==> src/hw/rtl/flash_block_stager_crc32_defines.svh <==
// ----------------------------------------------------------------------------
// Flash block stager assertion macros
// Shared assertion wrappers, clocked on clk_i and disabled while rst_ni is low.
// ----------------------------------------------------------------------------
`ifndef FLASH_BLOCK_STAGER_CRC32_DEFINES_SVH
`define FLASH_BLOCK_STAGER_CRC32_DEFINES_SVH

// Check a property on every clock edge outside reset
`define FBS_ASSERT(lbl, prop, msg) \
  lbl: assert property (@(posedge clk_i) disable iff (!rst_ni) (prop)) else $error(msg);

// Check that a condition implies another one on the next edge
`define FBS_ASSERT_NEXT(lbl, ante, cons, msg) \
  lbl: assert property (@(posedge clk_i) disable iff (!rst_ni) (ante) |=> (cons)) \
    else $error(msg);

`endif

==> src/hw/rtl/fbs_pkg.sv <==
// ----------------------------------------------------------------------------
// Flash block stager package
// Request and result types, codes and queue sizing shared by the stager.
// ----------------------------------------------------------------------------
`default_nettype none

package fbs_pkg;

  // Request kinds
  typedef enum logic [1:0] {
    MODE_BEGIN  = 2'd0,
    MODE_DATA   = 2'd1,
    MODE_FINISH = 2'd2,
    MODE_ABORT  = 2'd3
  } mode_e;

  // Result kinds
  typedef enum logic [2:0] {
    KIND_STATUS     = 3'd0,
    KIND_ERASE_PART = 3'd1,
    KIND_WRITE      = 3'd2,
    KIND_ERASE_META = 3'd3,
    KIND_COMMIT     = 3'd4
  } kind_e;

  // Configuration register indexes
  typedef enum logic [1:0] {
    CFG_EXPECTED_SIZE  = 2'd0,
    CFG_PARTITION_SIZE = 2'd1,
    CFG_WRITE_BLOCK    = 2'd2,
    CFG_ERASED_FILL    = 2'd3
  } cfg_idx_e;

  localparam int unsigned CfgWidth = 25;
  localparam int unsigned QDepth   = 4;
  localparam int unsigned QPtrW    = $clog2(QDepth);
  localparam int unsigned QCntW    = $clog2(QDepth + 1);

  typedef struct packed {
    mode_e       mode;
    logic [7:0]  data_byte;
  } req_t;

  typedef struct packed {
    kind_e        kind;
    logic [23:0]  flash_offset;
    logic [63:0]  block_data;
    logic [24:0]  image_size;
    logic [31:0]  image_crc;
    logic         ok;
    logic         last;
  } res_t;

  // Results produced by one request, in order
  typedef struct packed {
    logic [1:0]  cnt;
    res_t        r0;
    res_t        r1;
  } push_t;

endpackage

`default_nettype wire

==> src/hw/rtl/flash_block_stager_crc32.sv <==
// A request's first result is shown at the earliest the cycle after it is accepted.
// Throughput: one request per cycle while each gives one result and the sink keeps up;
//   a finish with an open block gives two results, which leave one after the other.
// in_ready_o is set by the four-entry result queue, which must hold two free slots.
// Reset clears the session, the latched program unit and the queue at once;
//   write_block_bytes returns to 4 and erased_fill to 0xFF. No clearing pass.
// ----------------------------------------------------------------------------
// Flash block stager with CRC-32
// Checks a staging session, packs image bytes into flash program blocks,
// keeps a running CRC-32 and issues erase, write and commit results.
// ----------------------------------------------------------------------------
`default_nettype none
`include "flash_block_stager_crc32_defines.svh"

module flash_block_stager_crc32 #(
  parameter int unsigned METADATA_BYTES  = 256,
  parameter int unsigned MAX_BLOCK_BYTES = 8
) (
  input  logic                           clk_i,
  input  logic                           rst_ni,
  input  logic                           in_valid_i,
  output logic                           in_ready_o,
  input  fbs_pkg::req_t                  in_data_i,
  output logic                           out_valid_o,
  input  logic                           out_ready_i,
  output fbs_pkg::res_t                  out_data_o,
  input  logic                           cfg_we_i,
  input  fbs_pkg::cfg_idx_e              cfg_index_i,
  input  logic [fbs_pkg::CfgWidth-1:0]   cfg_wdata_i
);
  import fbs_pkg::*;

  localparam logic [25:0] MdW     = 26'(METADATA_BYTES);
  localparam logic [31:0] CrcPoly = 32'hEDB88320;

  // Configuration registers
  logic [24:0] exp_size_q, part_size_q;
  logic [3:0]  wb_bytes_q;
  logic [7:0]  erased_q;

  // Session state
  logic        active_q, active_d;
  logic        init_q, init_d;
  logic [24:0] count_q, count_d;
  logic [31:0] crc_q, crc_d;
  logic [63:0] buf_q, buf_d;
  logic [3:0]  bfill_q, bfill_d;
  logic        dirty_q, dirty_d;
  logic [23:0] bstart_q, bstart_d;
  logic [3:0]  unit_q, unit_d;

  logic        in_fire;
  logic        q_space;
  push_t       push;

  logic [15:0] unit_ok_mask;
  logic        size_bad;
  logic [25:0] cap;
  logic        part_le_md;
  logic        meta_oob;

  logic [63:0] data_buf;
  logic [3:0]  data_fill;
  logic [23:0] data_start;
  logic [31:0] data_crc;

  logic [63:0] fl_buf;
  logic [3:0]  fl_fill;
  logic [23:0] fl_start;
  logic [25:0] fl_off;
  logic [25:0] fl_end;
  logic        fl_oob;
  logic [63:0] fl_data;

  res_t        res_fail;
  res_t        res_stat_bad;
  res_t        res_write;
  res_t        res_commit;

  // Update CRC-32 (reflected) with one byte
  function automatic logic [31:0] crc32_byte(logic [31:0] crc, logic [7:0] b);
    logic [31:0] c;
    c = ~crc ^ {24'd0, b};
    for (int i = 0; i < 8; i++) begin
      c = (c >> 1) ^ (CrcPoly & {32{c[0]}});
    end
    return ~c;
  endfunction

  // Pad a block with erased bytes up to the program unit
  function automatic logic [63:0] pad_block(logic [63:0] bytes, logic [3:0] fill,
                                            logic [3:0] unit, logic [7:0] erased);
    logic [63:0] d;
    d = '0;
    for (int i = 0; i < 8; i++) begin
      if (4'(i) < unit) begin
        d[8*i +: 8] = (4'(i) < fill) ? bytes[8*i +: 8] : erased;
      end
    end
    return d;
  endfunction

  // Program units that are in range and divide the metadata size
  for (genvar g = 0; g < 16; g++) begin : g_unit
    localparam bit UnitOk = (g != 0) && (g <= MAX_BLOCK_BYTES) &&
                            ((METADATA_BYTES % ((g == 0) ? 1 : g)) == 0);
    assign unit_ok_mask[g] = UnitOk;
  end

  assign in_ready_o = q_space;
  assign in_fire    = in_valid_i && in_ready_o;

  // Configuration writes
  always_ff @(posedge clk_i or negedge rst_ni) begin
    if (!rst_ni) begin
      exp_size_q  <= '0;
      part_size_q <= '0;
      wb_bytes_q  <= 4'd4;
      erased_q    <= 8'hFF;
    end else if (cfg_we_i) begin
      unique case (cfg_index_i)
        CFG_EXPECTED_SIZE:  exp_size_q  <= cfg_wdata_i;
        CFG_PARTITION_SIZE: part_size_q <= cfg_wdata_i;
        CFG_WRITE_BLOCK:    wb_bytes_q  <= cfg_wdata_i[3:0];
        CFG_ERASED_FILL:    erased_q    <= cfg_wdata_i[7:0];
        default:            exp_size_q  <= exp_size_q;
      endcase
    end
  end

  // Size checks against the partition
  assign part_le_md = ({1'b0, part_size_q} <= MdW);
  assign cap        = {1'b0, part_size_q} - MdW;
  assign size_bad   = (exp_size_q == '0) || part_le_md || ({1'b0, exp_size_q} > cap);
  assign meta_oob   = (MdW > {1'b0, part_size_q});

  // Add the incoming byte to the open block
  always_comb begin
    logic [63:0] base_buf;
    logic [3:0]  base_fill;
    base_buf   = dirty_q ? buf_q : '0;
    base_fill  = dirty_q ? bfill_q : '0;
    data_start = dirty_q ? bstart_q : count_q[23:0];
    data_buf   = base_buf | ({56'd0, in_data_i.data_byte} << {base_fill[2:0], 3'b000});
    data_fill  = base_fill + 4'd1;
    data_crc   = crc32_byte(crc_q, in_data_i.data_byte);
  end

  // Flush the open block: pad and range check
  always_comb begin
    if (in_data_i.mode == MODE_DATA) begin
      fl_buf   = data_buf;
      fl_fill  = data_fill;
      fl_start = data_start;
    end else begin
      fl_buf   = buf_q;
      fl_fill  = bfill_q;
      fl_start = bstart_q;
    end
    fl_off  = MdW + {2'd0, fl_start};
    fl_end  = fl_off + {22'd0, unit_q};
    fl_oob  = (fl_end > {1'b0, part_size_q});
    fl_data = pad_block(fl_buf, fl_fill, unit_q, erased_q);
  end

  // Result templates
  always_comb begin
    res_fail            = '0;
    res_fail.kind       = init_q ? KIND_ERASE_META : KIND_STATUS;
    res_stat_bad        = '0;
    res_stat_bad.kind   = KIND_STATUS;
    res_write           = '0;
    res_write.kind      = KIND_WRITE;
    res_write.flash_offset = fl_off[23:0];
    res_write.block_data   = fl_data;
    res_write.ok        = 1'b1;
    res_commit          = '0;
    res_commit.kind     = KIND_COMMIT;
    res_commit.image_size = count_q;
    res_commit.image_crc  = crc_q;
    res_commit.ok       = 1'b1;
  end

  // Decode one request into state updates and results
  always_comb begin
    logic clear;
    active_d = active_q;
    init_d   = init_q;
    count_d  = count_q;
    crc_d    = crc_q;
    buf_d    = buf_q;
    bfill_d  = bfill_q;
    dirty_d  = dirty_q;
    bstart_d = bstart_q;
    unit_d   = unit_q;
    clear    = 1'b0;
    push     = '0;

    if (in_fire) begin
      unique case (in_data_i.mode)
        MODE_BEGIN: begin
          push.cnt = 2'd1;
          if (size_bad || (!init_q && !unit_ok_mask[wb_bytes_q])) begin
            push.r0 = res_stat_bad;
          end else begin
            if (!init_q) begin
              init_d = 1'b1;
              unit_d = wb_bytes_q;
            end
            push.r0      = '0;
            push.r0.kind = KIND_ERASE_PART;
            push.r0.ok   = 1'b1;
            clear        = 1'b1;
          end
        end
        MODE_DATA: begin
          push.cnt = 2'd1;
          if (!active_q) begin
            push.r0 = res_stat_bad;
          end else if (count_q >= exp_size_q) begin
            push.r0 = res_fail;
            clear   = 1'b1;
          end else if (data_fill >= unit_q) begin
            if (fl_oob) begin
              push.r0 = res_fail;
              clear   = 1'b1;
            end else begin
              push.r0  = res_write;
              count_d  = count_q + 25'd1;
              crc_d    = data_crc;
              buf_d    = '0;
              bfill_d  = '0;
              dirty_d  = 1'b0;
              bstart_d = '0;
            end
          end else begin
            push.r0      = '0;
            push.r0.kind = KIND_STATUS;
            push.r0.ok   = 1'b1;
            count_d      = count_q + 25'd1;
            crc_d        = data_crc;
            buf_d        = data_buf;
            bfill_d      = data_fill;
            dirty_d      = 1'b1;
            bstart_d     = data_start;
          end
        end
        MODE_FINISH: begin
          push.cnt = 2'd1;
          if (!active_q || (count_q != exp_size_q)) begin
            push.r0 = res_fail;
            clear   = 1'b1;
          end else if (dirty_q) begin
            if (fl_oob) begin
              push.r0 = res_fail;
              clear   = 1'b1;
            end else begin
              push.cnt = 2'd2;
              push.r0  = res_write;
              buf_d    = '0;
              bfill_d  = '0;
              dirty_d  = 1'b0;
              bstart_d = '0;
              if (meta_oob) begin
                push.r1 = res_fail;
                clear   = 1'b1;
              end else begin
                push.r1  = res_commit;
                active_d = 1'b0;
              end
            end
          end else if (meta_oob) begin
            push.r0 = res_fail;
            clear   = 1'b1;
          end else begin
            push.r0  = res_commit;
            active_d = 1'b0;
          end
        end
        MODE_ABORT: begin
          push.cnt = 2'd1;
          push.r0  = res_fail;
          clear    = 1'b1;
        end
        default: begin
          push.cnt = 2'd0;
        end
      endcase

      // Drop the session; a successful begin reopens it
      if (clear) begin
        active_d = (in_data_i.mode == MODE_BEGIN);
        count_d  = '0;
        crc_d    = '0;
        buf_d    = '0;
        bfill_d  = '0;
        dirty_d  = 1'b0;
        bstart_d = '0;
      end

      // Mark the final result of this request
      if (push.cnt == 2'd2) begin
        push.r1.last = 1'b1;
      end else begin
        push.r0.last = 1'b1;
      end
    end
  end

  always_ff @(posedge clk_i or negedge rst_ni) begin
    if (!rst_ni) begin
      active_q <= 1'b0;
      init_q   <= 1'b0;
      count_q  <= '0;
      crc_q    <= '0;
      buf_q    <= '0;
      bfill_q  <= '0;
      dirty_q  <= 1'b0;
      bstart_q <= '0;
      unit_q   <= '0;
    end else begin
      active_q <= active_d;
      init_q   <= init_d;
      count_q  <= count_d;
      crc_q    <= crc_d;
      buf_q    <= buf_d;
      bfill_q  <= bfill_d;
      dirty_q  <= dirty_d;
      bstart_q <= bstart_d;
      unit_q   <= unit_d;
    end
  end

  // Hold results until the sink takes them
  fbs_res_queue u_res_queue (
    .clk_i       (clk_i),
    .rst_ni      (rst_ni),
    .push_i      (push),
    .space_o     (q_space),
    .out_valid_o (out_valid_o),
    .out_ready_i (out_ready_i),
    .out_data_o  (out_data_o)
  );

  `FBS_ASSERT(a_active_init, !active_q || init_q, "session open without initialized area")
  `FBS_ASSERT_NEXT(a_init_sticky, init_q, init_q, "area initialized flag dropped")
  `FBS_ASSERT(a_open_block, !dirty_q || ((bfill_q != 4'd0) && (bfill_q < unit_q)),
              "open block fill outside program unit")

endmodule

`default_nettype wire

==> src/hw/rtl/fbs_res_queue.sv <==
// ----------------------------------------------------------------------------
// Flash block stager result queue
// Small register queue that takes zero to two results per cycle and hands
// out one per cycle while the sink is ready; it advertises space only when two slots are free.
// ----------------------------------------------------------------------------
`default_nettype none
`include "flash_block_stager_crc32_defines.svh"

module fbs_res_queue (
  input  logic           clk_i,
  input  logic           rst_ni,
  input  fbs_pkg::push_t push_i,
  output logic           space_o,
  output logic           out_valid_o,
  input  logic           out_ready_i,
  output fbs_pkg::res_t  out_data_o
);
  import fbs_pkg::*;

  res_t              mem_q [QDepth];
  logic [QPtrW-1:0]  wr_ptr_q, wr_ptr_d;
  logic [QPtrW-1:0]  rd_ptr_q, rd_ptr_d;
  logic [QCntW-1:0]  cnt_q, cnt_d;
  logic              pop;
  logic [QPtrW-1:0]  wr_ptr_nx;

  assign pop         = out_valid_o && out_ready_i;
  assign out_valid_o = (cnt_q != '0);
  assign out_data_o  = mem_q[rd_ptr_q];
  assign space_o     = (cnt_q <= QCntW'(QDepth - 2));
  assign wr_ptr_nx   = wr_ptr_q + QPtrW'(1);

  // Advance pointers and occupancy
  always_comb begin
    wr_ptr_d = wr_ptr_q + QPtrW'(push_i.cnt);
    rd_ptr_d = pop ? rd_ptr_q + QPtrW'(1) : rd_ptr_q;
    cnt_d    = cnt_q + QCntW'(push_i.cnt) - QCntW'(pop);
  end

  always_ff @(posedge clk_i or negedge rst_ni) begin
    if (!rst_ni) begin
      wr_ptr_q <= '0;
      rd_ptr_q <= '0;
      cnt_q    <= '0;
    end else begin
      wr_ptr_q <= wr_ptr_d;
      rd_ptr_q <= rd_ptr_d;
      cnt_q    <= cnt_d;
    end
  end

  // Store incoming results
  always_ff @(posedge clk_i) begin
    if (push_i.cnt != 2'd0) begin
      mem_q[wr_ptr_q] <= push_i.r0;
    end
    if (push_i.cnt == 2'd2) begin
      mem_q[wr_ptr_nx] <= push_i.r1;
    end
  end

  `FBS_ASSERT(a_cnt_bound, cnt_q <= QCntW'(QDepth), "result queue overfilled")
  `FBS_ASSERT(a_push_space, (push_i.cnt == 2'd0) || (cnt_q <= QCntW'(QDepth - 2)),
              "results pushed without room")
  `FBS_ASSERT_NEXT(a_pop_drain, pop && (push_i.cnt == 2'd0), cnt_q == $past(cnt_q) - 1'b1,
                   "pop did not drain an entry")

endmodule

`default_nettype wire

==> config.mk <==
export PLATFORM = sky130hd
export DESIGN_NAME = flash_block_stager_crc32
export DESIGN_NICKNAME = d
export VERILOG_FILES = /design/src/hw/rtl/fbs_pkg.sv /design/src/hw/rtl/flash_block_stager_crc32.sv /design/src/hw/rtl/fbs_res_queue.sv
export VERILOG_INCLUDE_DIRS = /design/src /design/src/hw/rtl
export SDC_FILE = /design/constraint.sdc
export NUM_CORES = 2
export LEC_CHECK = 0
export BUFFER_PORTS_ARGS = -buffer_cell sky130_fd_sc_hd__buf_4
export CAP_MARGIN = 20
export CORE_MARGIN = 1.5
export CORE_UTILIZATION = 51
export CTS_CLUSTER_SIZE = 10
export DETAILED_ROUTE_END_ITERATION = 12
export PLACE_DENSITY = 0.68
export SETUP_SLACK_MARGIN = 0.4
export SLEW_MARGIN = 20
export SYNTH_ARGS = -nofsm -noshare
export SYNTH_HDL_FRONTEND = slang
export SYNTH_SLANG_ARGS = --single-unit
==> constraint.sdc <==
create_clock -name clk_i -period 10.6 [get_ports clk_i]
set_input_delay 0.53 -clock clk_i [delete_from_list [all_inputs] [get_ports clk_i]]
set_output_delay 0.53 -clock clk_i [all_outputs]
set_load 0.01 [all_outputs]
* Yosys cells after proc, flatten, opt, wreduce, memory -nomap -nowiden
Memory sizes are Yosys's and may differ from the RTL's.
Index checks and enable logic that the tools add are counted.
** Storage, ports and cells
- Register bits after elaboration :: 225
- Memory bits (writable) :: 600
- Bits in read-only memories :: 16
- Input bits :: 42
- Output and inout port bits :: 152
- Logic and storage cells :: 223
- Memories :: 2
** Memories
- u_res_queue.mem_q :: depth 4, width 150, rd ports 1, clocked after Yosys merged registers in 0, wr ports 2, RTL line fbs_res_queue.sv:20 : res_t mem_q [QDepth];
- (no name shown) :: depth 16, width 1, rd ports 1, clocked after Yosys merged registers in 0, wr ports 0, RTL line flash_block_stager_crc32.sv:203 : if (size_bad || (!init_q && !unit_ok_mask[wb_bytes_q])) begin
** Operators by class
- Add/sub/neg operators :: 10
- $lt $le $gt $ge :: 24
- Eq/ne operators :: 18
- Shifts and indexed selects :: 1
- Mux-type cells :: 109
- Bitwise logic cells :: 14
- Reductions and logical operators :: 29
** Operator list (number)
- $mux 150 :: 7
- $pmux 152 s4 :: 1
- $mux 149 :: 4
- $mux 64 :: 9
- $mux 302 :: 1
- $xor 31x32->32 :: 8
- $mux 24 :: 9
- $mux 32 :: 6
- $mux 152 :: 1
- $mux 25 :: 6
- $mux 148 :: 1
- $mux 8 :: 16
- $pmux 64 s2 :: 1
- $not 32->32 :: 2
- $or 64x64->64 :: 1
- $shl 8x6->64 :: 1
- $pmux 24 s2 :: 1
- $mux 4 :: 9
- $lt 3x4->1 const A :: 8
- $xor 32x8->32 :: 1
- $mux 1 :: 30
- $add 25x4->26 :: 1
- $gt 25x26->1 :: 1
- $gt 26x25->1 :: 1
- 40 further kinds :: 79

* Logic depth before layout (Yosys ltp)
- Word-level depth :: 18
- Gate-level depth with buffers :: 33
- Mapped depth without buffers :: 24

* Modules after synthesis
Synthesis repeated with hierarchy kept, for this count alone.
** Second synthesis, totals
- Cell total of the unflattened synthesis :: 3266
- Area total of the unflattened synthesis :: 44820.5 um^2
** By module, submodules not included
- fbs_res_queue :: times used 1, cells an instance 1491, area each 29166.7 um^2, seq. area each 18192.4 um^2
- flash_block_stager_crc32 :: times used 1, cells an instance 1775, area each 15653.8 um^2, seq. area each 5466.5 um^2

* Least setup slack after synthesis
No wires, ideal clock.
- Kind :: input -> register
- Start :: in in_data_i[8] in the netlist's numbering
- End :: mem u_res_queue.mem_q[0][0] in the netlist's numbering (enable)
- Setup time :: 416 ps
- Arrival time :: 7730 ps
- Required time :: 10184 ps
- Setup slack :: 2454 ps
- Stages on the path :: 28
- Buffers on the path :: 10
- Path through :: buf_4 or3b_4 buf_6 buf_6 clkbuf_1 clkbuf_1 buf_1 nand2_1 nand2_1 ha_1 clkbuf_1 inv_1 xnor2_1 or4_4 nor4_4 nor2b_1 and4b_2 xnor2_1 ha_1 a2111o_1 a221oi_1 nand3_1 buf_2 a2111oi_0 o21ai_1 buf_2 buf_1 inv_1
** RTL lines
- start, declared :: RTL line flash_block_stager_crc32.sv:23 : input fbs_pkg::req_t in_data_i,
- end, declared :: RTL line fbs_res_queue.sv:20

==> flow_summary_export.csv <==
group,metric,value,unit
critical_path,start_kind,"flip-flop",
timing,setup_tns,0,ps
cts,cts.sinks,825,
timing,setup_slack,2360,ps
route,drt_first_pass_iters,6,
cts,cts_max_level,3,
yosys,synth_top_area_share,19.3,%
yosys,avgSynthCellArea,10.9,µm²
power_and_ir_drop,p_sw,3.19,mW
route,ant_nets,0,
floorplanning,row_count,100,
route,wl_per_cell,22.7,µm
timing,fin_crit,8240,ps
grt,grt_pass1_vias,27800,
grt,grt_pass1_wl,165,mm
yosys,postSynthCellCount,3548,
cts,path_clk_slew,60,ps
yosys,async_flop_share,27.3,%
layout,design_area,0.0437,mm²
critical_path,end_kind,"flip-flop",
grt,grt_start_max_net_pins,126,
cts,cts_tree,"yes",
yosys,mappedNetlistNets,3686,
placed_design,pre_cts_ws,2280,ps
yosys,synth.area.top_cells,"edfxtp_1 (19%), dfxtp_1 (18%), dfrtp_1 (14%)",
floorplanning,die_area,0.0772,mm²
cts,clockBufferDepth,3,
yosys,yosysTopAreaCell,"edfxtp_1",
power_and_ir_drop,power,9.63,mW
grt,antenna_found_initial,2,
power_and_ir_drop,comb_power_share,28.8,%
timing,setup_violations,0,
floorplanning,start_util,51.6,%
power_and_ir_drop,p_leak,16.7,nW
critical_path,crit_required,10900,ps
route,drc,0,
layout,fin_nets,3780,
run,cap_viol_max_count,0,
power_and_ir_drop,netSwitchingFraction,33.1,%
yosys,seq_area_frac_synth,52.3,%
power_and_ir_drop,clkPwrFrac,31.6,%
timing,max_slew_margin,25.3,%
cts,postCtsResizedCells,0,
layout,nFillCells,6266,
timing,grt_setup_unrepaired,"no",
timing,max_freq,0.121,GHz
power_and_ir_drop,peakVddDrop,0.000216,V
cts,cts_buffers,95,
route,drt-initial-drc-count,2706,
timing,finalMaxSlewViolations,0,
floorplanning,io_pins,194,
grt,globalRouteOverflowTotal,0,
critical_path,setup.worst_path.class,"flip-flop to flip-flop",
floorplanning,die_x,278,µm
layout,areaGrowthSynthToFinish,13.4,%
floorplanning,die_h,278,µm
power_and_ir_drop,intPower,6.44,mW
floorplanning,core,0.0746,mm²
placed_design,place_congestion,0.924,
power_and_ir_drop,sequentialPowerShare,39.6,%
yosys,ys_seq_elements,825,
route,avgViaCountPerCell,5.99,
placed_design,place_area,0.0407,mm²
critical_path,cp_max_fo,51,
timing,fin_worst_skew,25.8,ps
critical_path,arrival,8540,ps
timing,period_share,77.7,%
status,outcome,"completed",
yosys,synth_cell_type_count,85,
timing,tightest_slew,1110,ps
yosys,synth_edf_count,248,
layout,drive_above_1_share,17.2,%
yosys,yosysWarnings,0,
placed_design,dpl.hpwl,67.7,mm
yosys,syn_area,0.0385,mm²
hold_path,hold_path.class,"input port to flip-flop",
yosys,ys.flop_type,"dfxtp_1",
grt,grt_usage,27.4,%
route,wl,106,mm
route,vias,28000,
cts,clock-root-buffer,"clkbuf_16",
cts,clock_latency,650,ps
power_and_ir_drop,p_per_area,221,mW/mm²
placed_design,io_buffers,193,
timing,hold_viol,0,
[routing by layer]
layer	up-vias	wire length, µm	part of all wire [%]	GRT usage, %
li1	12900	-	-	-
met1	14000	46600	44	39.1
met2	991	50100	47	43.8
met3	137	7160	6.7	3.89
met4	2	2290	2.2	7.82
met5	-	13	0.012	0
[cell usage in the layout, fill, tap and decap left out, types with 48 or more instances in the layout]
master / Yosys / routed
nand2_1: 564 / 564
o21ai_0: 413 / 413
dfxtp_1: 352 / 352
edfxtp_1: 248 / 248
buf_4: 4 / 240
and2_1: 229 / 229
dfrtp_1: 216 / 214
mux4_2: 150 / 150
xnor2_1: 114 / 113
clkbuf_16: 0 / 99
nor2_1: 99 / 98
ha_1: 94 / 94
a22o_1: 89 / 89
inv_1: 85 / 81
a21oi_1: 74 / 72
mux2_2: 58 / 58
clkbuf_1: 185 / 53
nand3_1: 51 / 48
[layout make-up]
class | count | area, µm² | area share [%]
repair buffers | 247 | 1940 | 4.45
clock buffers | 156 | 2730 | 6.26
clock inverters | 7 | 129 | 0.295
diodes | 1 | 2.50 | 0.00573
multi-input cells | 2387 | 17200 | 39.3
well taps | 969 | 1210 | 2.78
flip-flops and latches | 825 | 20100 | 46.1
inverters | 86 | 323 | 0.739
[metrics by stage]
step	util, %	cells	hold WS (ps)
floorplan	-	3548	234
global placement	54.6	4509	428
detailed placement	54.6	4509	437
CTS	58.4	4673	84.3
global route	58.5	4677	103
finish	58.5	4678	111
[cells by family (layout without fill, tap and decap cells)]
family	count (synthesis)	after routing	share of synthesized area, %
multiplexers	225	225	11.0
adder cells (fa/ha/maj)	96	96	3.16
AND/OR/NAND/NOR	1132	1132	14.0
flip-flops	825	825	52.3
XOR/XNOR	160	160	3.72
buffers and inverters	336	496	3.47
other	0	1	0
AO/OA/AOI/OAI	774	774	12.4
[path summary, 6_finish.rpt]
check | from | to | slack (ps) | cells after the start
hold / removal | cfg_wdata_i[15] | exp_size_q[15]$_DFFE_PN0P_ | 110 | 3
max in group asynchronous | rst_ni | u_res_queue.rd_ptr_q[1]$_DFFE_PN0P_ | 8720 | 3
setup / recovery | dirty_q$_DFFE_PN0P_ | u_res_queue.mem_q[3][45]$_DFFE_PP_ | 2360 | 22
hold reg to reg | u_res_queue.mem_q[2][146]$_SDFFE_PP0N_ | u_res_queue.mem_q[2][146]$_SDFFE_PP0N_ | 450 | 2
min in group asynchronous | rst_ni | part_size_q[7]$_DFFE_PN0P_ | 530 | 2
setup reg to reg | dirty_q$_DFFE_PN0P_ | u_res_queue.mem_q[3][45]$_DFFE_PP_ | 2360 | 22
[synthesized netlist by cell type, drive strengths merged (16+ instances only)]
cell type and n:
a21oi 75, a22o 89, a22oi 33, and2 230, buf 64, clkbuf 186, dfrtp 216, dfxtp 352
edfxtp 248, ha 94, inv 85, mux2 59, mux2i 16, mux4 150, nand2 564, nand3 52
nand4 35, nor2 99, nor3 50, nor4 29, o211ai 46, o21ai 419, o22ai 44, xnor2 115
xor2 45
[sequential cells by signal, summed over array words and instances (netlist names)]
register and cells:
active_q 1, bfill_q 4, unit_q 4, erased_q 8, part_size_q 25, u_res_queue.rd_ptr_q 2
u_res_queue.cnt_q 3, wb_bytes_q 4, init_q 1, dirty_q 1, bstart_q 24, exp_size_q 25
crc_q 32, u_res_queue.wr_ptr_q 2, u_res_queue.mem_q 600, count_q 25, buf_q 64
[critical path, cell delays in order (launching register included)]
cell,delay (ps)
dfrtp_1,540
or3b_4,680
buf_4,470
mux2i_4,330
inv_1,130
ha_1,330
inv_1,170
xnor2_1,260
or4_4,580
nor4_4,310
nor2b_1,170
and4b_2,270
xnor2_1,80
ha_1,210
a2111o_1,410
a221oi_1,220
nand3_1,430
a211oi_1,350
buf_4,230
o21bai_4,60
buf_4,300
inv_2,790
buf_4,470
[repair_timing]
action / CTS / global route
setup buffers: 0 / 0
hold buffers: 1 / 0
hold endpoints to repair: 81 / 0
[power groups by stage]
stage                     combinational [mW]  clock, mW  sequential [mW]
after global routing                    2.99       3.21             3.84
final                                   2.77       3.05             3.81
after global placement                  2.75          0             3.86
after floorplan                         1.95          0             3.70
after detailed placement                2.76          0             3.87
after CTS                               2.78       3.08             3.80
Power figures use the tool's default switching activity.
